===== src/hdl/hbd_pkg.sv =====
// shared types, codes and byte classification for the http body deframer
// no dependencies
package hbd_pkg;

    // framing mode codes
    localparam logic [1:0] MODE_PASS    = 2'd0;
    localparam logic [1:0] MODE_LENGTH  = 2'd1;
    localparam logic [1:0] MODE_CHUNKED = 2'd2;

    // configuration register indexes
    localparam logic [1:0] REG_FRAMING_MODE = 2'd0;
    localparam logic [1:0] REG_BODY_LENGTH  = 2'd1;

    localparam int CFG_INDEX_BITS = 2;
    localparam int CFG_DATA_BITS  = 32;
    localparam int BODY_LEN_BITS  = 32;

    localparam logic [7:0] CHAR_CR = 8'h0d;
    localparam logic [7:0] CHAR_LF = 8'h0a;

    localparam int QUEUE_DEPTH = 2;
    localparam int QPTR_BITS   = 1;

    // classified byte travelling from front to back
    typedef struct packed {
        logic [7:0] data;
        logic       is_hex;
        logic [3:0] hex_val;
        logic       is_cr;
        logic       is_lf;
    } t_item;

    typedef enum logic [5:0] {
        PH_DIGITS = 6'b000001,
        PH_EXT    = 6'b000010,
        PH_LF     = 6'b000100,
        PH_DATA   = 6'b001000,
        PH_SKIP   = 6'b010000,
        PH_ERROR  = 6'b100000
    } t_phase;

    function automatic t_item classify(input logic [7:0] c);
        t_item r;
        r.data    = c;
        r.is_hex  = 1'b0;
        r.hex_val = 4'd0;
        r.is_cr   = (c == CHAR_CR);
        r.is_lf   = (c == CHAR_LF);
        if (c >= 8'h30 && c <= 8'h39) begin
            r.is_hex  = 1'b1;
            r.hex_val = c[3:0];
        end else if ((c >= 8'h61 && c <= 8'h66) || (c >= 8'h41 && c <= 8'h46)) begin
            // letters a-f and A-F share the low three bits
            r.is_hex  = 1'b1;
            r.hex_val = 4'(c[2:0] + 3'd1) + 4'd8;
        end
        return r;
    endfunction

endpackage


===== src/hdl/hbd_front.sv =====
// front end: takes raw bytes and classifies them for the back end
// depends on hbd_pkg
module hbd_front
    import hbd_pkg::*;
(
    input  logic       i_in_valid,
    input  logic [7:0] i_data_byte,
    input  logic       i_queue_full,
    output logic       o_in_stall,
    output logic       o_push,
    output t_item      o_item
);

    assign o_in_stall = i_queue_full;
    assign o_push     = i_in_valid && !i_queue_full;
    assign o_item     = classify(i_data_byte);

endmodule


===== src/hdl/hbd_queue.sv =====
// short queue of classified bytes between front and back end
// depends on hbd_pkg
module hbd_queue
    import hbd_pkg::*;
(
    input  logic  i_clk,
    input  logic  i_rst_n,
    input  logic  i_push,
    input  t_item i_item,
    input  logic  i_pop,
    output logic  o_full,
    output logic  o_not_empty,
    output t_item o_item
);

    t_item                r_mem [QUEUE_DEPTH];
    logic [QPTR_BITS-1:0] r_wr_ptr;
    logic [QPTR_BITS-1:0] r_rd_ptr;
    logic [QPTR_BITS:0]   r_count;

    assign o_full      = (r_count == (QPTR_BITS+1)'(QUEUE_DEPTH));
    assign o_not_empty = (r_count != '0);
    assign o_item      = r_mem[r_rd_ptr];

    always_ff @(posedge i_clk) begin
        if (i_push) begin
            r_mem[r_wr_ptr] <= i_item;
        end
    end

    always_ff @(posedge i_clk) begin
        if (!i_rst_n) begin
            r_wr_ptr <= '0;
            r_rd_ptr <= '0;
            r_count  <= '0;
        end else begin
            if (i_push) begin
                r_wr_ptr <= r_wr_ptr + 1'b1;
            end
            if (i_pop) begin
                r_rd_ptr <= r_rd_ptr + 1'b1;
            end
            case ({i_push, i_pop})
                2'b10:   r_count <= r_count + 1'b1;
                2'b01:   r_count <= r_count - 1'b1;
                default: r_count <= r_count;
            endcase
        end
    end

endmodule


===== src/hdl/hbd_back.sv =====
// back end: framing state, chunk size parser and output register
// depends on hbd_pkg
module hbd_back
    import hbd_pkg::*;
#(
    parameter int LENGTH_BITS = 32
) (
    input  logic                      i_clk,
    input  logic                      i_rst_n,
    input  logic                      i_cfg_valid,
    input  logic [CFG_INDEX_BITS-1:0] i_cfg_index,
    input  logic [CFG_DATA_BITS-1:0]  i_cfg_data,
    input  logic                      i_item_valid,
    input  t_item                     i_item,
    output logic                      o_pop,
    input  logic                      i_out_stall,
    output logic                      o_out_valid,
    output logic                      o_body_valid,
    output logic [7:0]                o_body_byte,
    output logic                      o_message_done,
    output logic                      o_frame_error
);

    logic [1:0]               r_mode;
    logic [BODY_LEN_BITS-1:0] r_body_length;
    t_phase                   r_phase, n_phase;
    logic [LENGTH_BITS-1:0]   r_chunk, n_chunk;
    logic                     r_digit_seen, n_digit_seen;
    logic [BODY_LEN_BITS-1:0] r_passed, n_passed;
    logic [1:0]               r_skip, n_skip;
    logic                     r_done, n_done;

    logic                     r_out_valid;
    logic                     r_body_valid;
    logic [7:0]               r_body_byte;
    logic                     r_message_done;
    logic                     r_frame_error;

    logic                     n_valid;
    logic [BODY_LEN_BITS-1:0] passed_inc;
    logic [LENGTH_BITS-1:0]   chunk_dec;

    assign o_pop      = i_item_valid && (!r_out_valid || !i_out_stall);
    assign passed_inc = r_passed + 1'b1;
    assign chunk_dec  = r_chunk - 1'b1;

    always_comb begin
        n_phase      = r_phase;
        n_chunk      = r_chunk;
        n_digit_seen = r_digit_seen;
        n_passed     = r_passed;
        n_skip       = r_skip;
        n_done       = r_done;
        n_valid      = 1'b0;
        if (r_done) begin
            n_valid = 1'b0;
        end else if (r_mode == MODE_LENGTH) begin
            n_valid = (r_passed < r_body_length);
            if (n_valid) begin
                n_passed = passed_inc;
                n_done   = (passed_inc == r_body_length);
            end else begin
                n_done = 1'b1;
            end
        end else if (r_mode == MODE_CHUNKED) begin
            case (r_phase)
                PH_DIGITS: begin
                    if (i_item.is_hex) begin
                        if (r_chunk[LENGTH_BITS-1 -: 4] != 4'd0) begin
                            n_phase = PH_ERROR;
                        end else begin
                            n_chunk      = {r_chunk[LENGTH_BITS-5:0], i_item.hex_val};
                            n_digit_seen = 1'b1;
                        end
                    end else if (!r_digit_seen) begin
                        n_phase = PH_ERROR;
                    end else if (i_item.is_cr) begin
                        n_phase = PH_LF;
                    end else begin
                        n_phase = PH_EXT;
                    end
                end
                PH_EXT: begin
                    if (i_item.is_cr) begin
                        n_phase = PH_LF;
                    end
                end
                PH_LF: begin
                    if (i_item.is_lf) begin
                        if (r_chunk == '0) begin
                            n_done = 1'b1;
                        end else begin
                            n_phase = PH_DATA;
                        end
                    end else if (!i_item.is_cr) begin
                        n_phase = PH_EXT;
                    end
                end
                PH_DATA: begin
                    n_valid = 1'b1;
                    n_chunk = chunk_dec;
                    if (chunk_dec == '0) begin
                        n_phase = PH_SKIP;
                        n_skip  = 2'd2;
                    end
                end
                PH_SKIP: begin
                    n_skip = r_skip - 1'b1;
                    if (n_skip == 2'd0) begin
                        n_phase      = PH_DIGITS;
                        n_chunk      = '0;
                        n_digit_seen = 1'b0;
                    end
                end
                default: begin
                    n_phase = PH_ERROR;
                end
            endcase
        end else begin
            // pass all, and the unused mode code behaves the same
            n_valid = 1'b1;
        end
    end

    always_ff @(posedge i_clk) begin
        if (!i_rst_n) begin
            r_mode        <= MODE_PASS;
            r_body_length <= '0;
            r_phase       <= PH_DIGITS;
            r_chunk       <= '0;
            r_digit_seen  <= 1'b0;
            r_passed      <= '0;
            r_skip        <= '0;
            r_done        <= 1'b0;
        end else if (i_cfg_valid) begin
            if (i_cfg_index == REG_FRAMING_MODE) begin
                r_mode       <= i_cfg_data[1:0];
                r_phase      <= PH_DIGITS;
                r_chunk      <= '0;
                r_digit_seen <= 1'b0;
                r_passed     <= '0;
                r_skip       <= '0;
                r_done       <= 1'b0;
            end else if (i_cfg_index == REG_BODY_LENGTH) begin
                r_body_length <= i_cfg_data[BODY_LEN_BITS-1:0];
            end
        end else if (o_pop) begin
            r_phase      <= n_phase;
            r_chunk      <= n_chunk;
            r_digit_seen <= n_digit_seen;
            r_passed     <= n_passed;
            r_skip       <= n_skip;
            r_done       <= n_done;
        end
    end

    always_ff @(posedge i_clk) begin
        if (!i_rst_n) begin
            r_out_valid <= 1'b0;
        end else if (o_pop) begin
            r_out_valid <= 1'b1;
        end else if (!i_out_stall) begin
            r_out_valid <= 1'b0;
        end
    end

    always_ff @(posedge i_clk) begin
        if (o_pop) begin
            r_body_valid   <= n_valid;
            r_body_byte    <= n_valid ? i_item.data : 8'd0;
            r_message_done <= n_done;
            r_frame_error  <= (r_mode == MODE_CHUNKED) && (n_phase == PH_ERROR);
        end
    end

    assign o_out_valid    = r_out_valid;
    assign o_body_valid   = r_body_valid;
    assign o_body_byte    = r_body_byte;
    assign o_message_done = r_message_done;
    assign o_frame_error  = r_frame_error;

endmodule


===== src/hdl/http_body_deframer_top.sv =====
// http body deframer: pass-all, content-length and chunked transfer framing
// each byte is queued, then parsed, and its result held in the output register
// one byte per cycle while no result stall holds the parser in the back end
// a two-entry queue parts the byte classifier from the parser and output register
// reset (synchronous, active low) selects pass-all mode and clears all framing state
// depends on hbd_pkg, hbd_front, hbd_queue, hbd_back
module http_body_deframer_top
    import hbd_pkg::*;
#(
    parameter int LENGTH_BITS = 32
) (
    input  logic                      i_clk,
    input  logic                      i_rst_n,
    input  logic                      i_in_valid,
    output logic                      o_in_stall,
    input  logic [7:0]                i_data_byte,
    output logic                      o_out_valid,
    input  logic                      i_out_stall,
    output logic                      o_body_valid,
    output logic [7:0]                o_body_byte,
    output logic                      o_message_done,
    output logic                      o_frame_error,
    input  logic                      i_cfg_valid,
    output logic                      o_cfg_ready,
    input  logic [CFG_INDEX_BITS-1:0] i_cfg_index,
    input  logic [CFG_DATA_BITS-1:0]  i_cfg_data
);

    logic  push;
    logic  pop;
    logic  queue_full;
    logic  queue_not_empty;
    t_item front_item;
    t_item queue_item;

    assign o_cfg_ready = 1'b1;

    hbd_front u_front (
        .i_in_valid   (i_in_valid),
        .i_data_byte  (i_data_byte),
        .i_queue_full (queue_full),
        .o_in_stall   (o_in_stall),
        .o_push       (push),
        .o_item       (front_item)
    );

    hbd_queue u_queue (
        .i_clk       (i_clk),
        .i_rst_n     (i_rst_n),
        .i_push      (push),
        .i_item      (front_item),
        .i_pop       (pop),
        .o_full      (queue_full),
        .o_not_empty (queue_not_empty),
        .o_item      (queue_item)
    );

    hbd_back #(
        .LENGTH_BITS (LENGTH_BITS)
    ) u_back (
        .i_clk          (i_clk),
        .i_rst_n        (i_rst_n),
        .i_cfg_valid    (i_cfg_valid),
        .i_cfg_index    (i_cfg_index),
        .i_cfg_data     (i_cfg_data),
        .i_item_valid   (queue_not_empty),
        .i_item         (queue_item),
        .o_pop          (pop),
        .i_out_stall    (i_out_stall),
        .o_out_valid    (o_out_valid),
        .o_body_valid   (o_body_valid),
        .o_body_byte    (o_body_byte),
        .o_message_done (o_message_done),
        .o_frame_error  (o_frame_error)
    );

endmodule


===== config.mk =====
export PLATFORM = sky130hd
export DESIGN_NAME = http_body_deframer_top
export DESIGN_NICKNAME = d
export VERILOG_FILES = /design/src/hdl/hbd_pkg.sv /design/src/hdl/hbd_front.sv /design/src/hdl/hbd_queue.sv /design/src/hdl/hbd_back.sv /design/src/hdl/http_body_deframer_top.sv
export SDC_FILE = /design/constraint.sdc
export NUM_CORES = 1
export LEC_CHECK = 0
export BUFFER_PORTS_ARGS = -buffer_cell sky130_fd_sc_hd__buf_2
export CAP_MARGIN = 20
export CORE_UTILIZATION = 50
export DETAILED_ROUTE_END_ITERATION = 12
export GPL_TIMING_DRIVEN = 0
export PLACE_DENSITY = 0.67
export SLEW_MARGIN = 25
export SYNTH_ARGS = -nofsm -noshare
export SYNTH_HDL_FRONTEND = slang
export SYNTH_SLANG_ARGS = --single-unit
export TNS_END_PERCENT = 5

===== constraint.sdc =====
create_clock -name i_clk -period 3.5 [get_ports i_clk]
set_input_delay 0.7 -clock i_clk [delete_from_list [all_inputs] [get_ports i_clk]]
set_output_delay 0.7 -clock i_clk [all_outputs]
set_load 0.005 [all_outputs]

==> results.ini <==
[worst_setup_path]
end_kind = flip-flop
startpoint_type = flip-flop
crit_required_ns = 3.81
timing.rr.start = u_back.r_body_length[28]$_SDFFE_PN0P_
cp.arrival_ns = 3.69
critPathLaunch = u_back.r_body_length[28]$_SDFFE_PN0P_
worst-setup-path-type = reg2reg
crit_fanout = 10

[floorplan]
die_w_um = 141.7
start_util = 0.5167
core_area_mm2 = 0.01889
rows = 50
dieArea_mm2 = 0.02009
pin_count = 61
die_h_um = 141.7

[cells_and_area]
area_growth_syn_to_layout_pct = 13.02
fin_area_mm2 = 0.01103
insertedDiodeCount = 0
multi_input_area_mm2 = 0.005708
drive_gt1_frac = 0.1174
fin_nets = 1362
fillers = 1797
area.sequential_mm2 = 0.003513

[cts]
cts_tree = built
clock_sinks = 155
numCtsBuffers = 17
clock_path_buffers = 2
holdBufCountCts = 0
htreeDepth = 4
ctsRootBufferMaster = clkbuf_16
path_clk_slew_ns = 0.07
clkLatencyLatePin_ns = 0.43

[grt]
met1_usage = 0.3348
grt_pass1_wl_um = 42480
met2_usage = 0.4584
overflow = 0
use_met3 = 0.03982
grt_pass1_vias = 8437
grt_busiest_layer = met2
antenna_found_initial = 0
grt_usage = 0.2674
grt_max_degree = 18

[sta]
holdWs_ns = 0.4646
period_minus_slack_ns = 3.383
worst_pin_slew_ns = 0.8822
hold_violations = 0
max_clock_freq_mhz = 295.6
slew_headroom = 0.4106
skew_ns = 0.009591
tns_ns = 0
fin_crit_sh = 0.9666
slew_violations = 0
rsz0062_at_grt = true
setup_viol = 0

[route]
drt_iter0_markers = 609
routed_wirelength_um = 26040
antenna_left = 0
wl_per_cell_um = 16.84
vias_per_cell = 5.822
drt-pass1-iter-count = 5
vias = 9001
drc_errors = 0

[logic_synthesis]
syn_area_mm2 = 0.009762
syn_avg_cell_area_um2 = 8.183
synthTopCellsByArea = dfxtp_1 23%, edfxtp_1 13%, a21oi_1 5.4%
synthArstFlopShare = 0
synthCells = 1193
synth_commonest_cells = 141 x nand2_1, 114 x dfxtp_1, 111 x nor2_1
synthFlopType = dfxtp_1
synth_most_common_cell = nand2_1
synth_fp_nets = 1282
yosysWarnings = 0
ys_ff_latch = 155
seq_area_frac_synth = 0.3599
ys_types = 85
synth_top_area_frac = 0.2338
synth_top_area_cell = dfxtp_1
synth_edf_count = 41

[hold_path]
hp-start = u_back.r_body_length[0]$_SDFFE_PN0P_
hp-class = reg2reg

[placement]
gp_congestion = 0.9239
port-buffer-count = 59
place_hpwl_um = 19010
placed_cell_area_mm2 = 0.01039

[power_and_ir_drop]
p_switching_uw = 1493
p_int_uw = 3393
powerDensity_mw_per_mm2 = 442.9
pwr-share-clk = 0.388
seqPwrFrac = 0.428
vdd_drop_max_mv = 0.5118
sw_frac_of_total = 0.3056
pwr-share-comb = 0.184
power.leakage_uw = 0.004268

[flow_run]
max_cap_violations = 0

[run_status]
status = finished clean

==> metrics by stage <==
stage	util	total power, uW	std cells	setup slack [ns]
after global placement	0.5495	3014	1512	-0.1991
after detailed placement	0.5497	3024	1512	-0.2439
after floorplan	-	2737	1193	0.7182
after CTS	0.5819	4920	1544	0.02410
final	0.5840	4887	1546	0.1169
after global routing	0.5840	5106	1546	-0.05763
==> layout make-up <==
cell class / instances / share of cell area
tap: 260 / 0.02949
sequential: 155 / 0.3184
buffer: 81 / 0.03334
clock buffer: 17 / 0.03856
clock inverter: 15 / 0.01565
inverter: 54 / 0.01837
multi-input combinational: 902 / 0.5173
timing repair buffer: 62 / 0.02880
==> power groups by stage <==
stage / combinational (uW) / clock, uW / sequential (uW)
floorplan: 608 / 0 / 2130
global placement: 883 / 0 / 2130
detailed placement: 890 / 0 / 2130
CTS: 898 / 1930 / 2090
global route: 1000 / 1990 / 2110
finish: 900 / 1890 / 2090
==> per-layer routing <==
layer | vias up | part of all wire
li1 | 4462 | -
met1 | 4215 | 0.44
met2 | 268 | 0.49
met3 | 56 | 0.042
met4 | 0 | 0.029
met5 | - | 0
==> state kept, by name, summed over array words and instances (netlist names), named ones only <==
signal                 cells
u_back.r_digit_seen        1
u_back.o_body_byte         8
u_back.r_phase             6
u_back.o_frame_error       1
u_back.r_chunk            32
u_back.r_passed           32
u_queue.r_wr_ptr           1
u_queue.r_rd_ptr           1
u_back.o_body_valid        1
u_queue.r_count            2
u_back.o_message_done      1
u_back.r_skip              2
u_back.r_done              1
u_back.r_body_length      32
u_back.o_out_valid         1
u_queue.r_mem             30
u_back.r_mode              2
==> cells by family (layout without fill, tap and decap cells) <==
| logic type | count (synthesis) | in the layout | synth area share |
|---|---|---|---|
| xor+xnor | 77 | 77 | 0.06909 |
| other cells | 1 | 1 | 0.0003841 |
| mux | 19 | 19 | 0.01987 |
| buf+inv | 136 | 229 | 0.05832 |
| fa+ha+maj | 42 | 42 | 0.05383 |
| simple gates | 468 | 468 | 0.2449 |
| flops | 155 | 155 | 0.3599 |
| compound gates | 295 | 295 | 0.1937 |
==> final timing paths <==
path | cells past startpoint | to | slack, ns
max | 12 | u_back.r_passed[0]$_SDFFE_PN0P_ | 0.12
min | 2 | u_back.r_body_length[0]$_SDFFE_PN0P_ | 0.46
max reg2reg | 12 | u_back.r_passed[0]$_SDFFE_PN0P_ | 0.12
min reg2reg | 2 | u_back.r_body_length[0]$_SDFFE_PN0P_ | 0.46
==> critical path, stage by stage, from the launching register on <==
cell	delay (ns)
dfxtp_1	0.39
inv_1	0.09
ha_1	0.28
nand2_1	0.08
or2_1	0.30
or4_1	0.59
nor2_1	0.18
o41ai_2	0.13
nand4_1	0.20
or2_1	0.13
clkbuf_1	0.39
clkbuf_2	0.37
o21ai_0	0.12
==> layout by cell type (no fill, tap or decap), types with 21 or more instances in the layout <==
cell type  netlist  routed
nor2_1         111     110
edfxtp_1        41      41
clkbuf_1        58      52
xor2_1          28      28
nand2_1        141     141
a21oi_1        106     106
o21ai_0         56      56
nand4_1         23      23
dfxtp_1        114     114
o31ai_1         21      21
buf_2           17      77
inv_1           53      53
ha_1            42      42
nor3_1          46      46
xnor2_1         49      49
==> timing repair <==
action                                  CTS  global route
endpoints found under the setup margin   20            22
endpoints found under the hold margin     0             0
gates resized for setup                   3            11
buffers inserted                          0             3
pin swaps                                 0             3
Note: power is estimated with default switching activity, not from simulation.
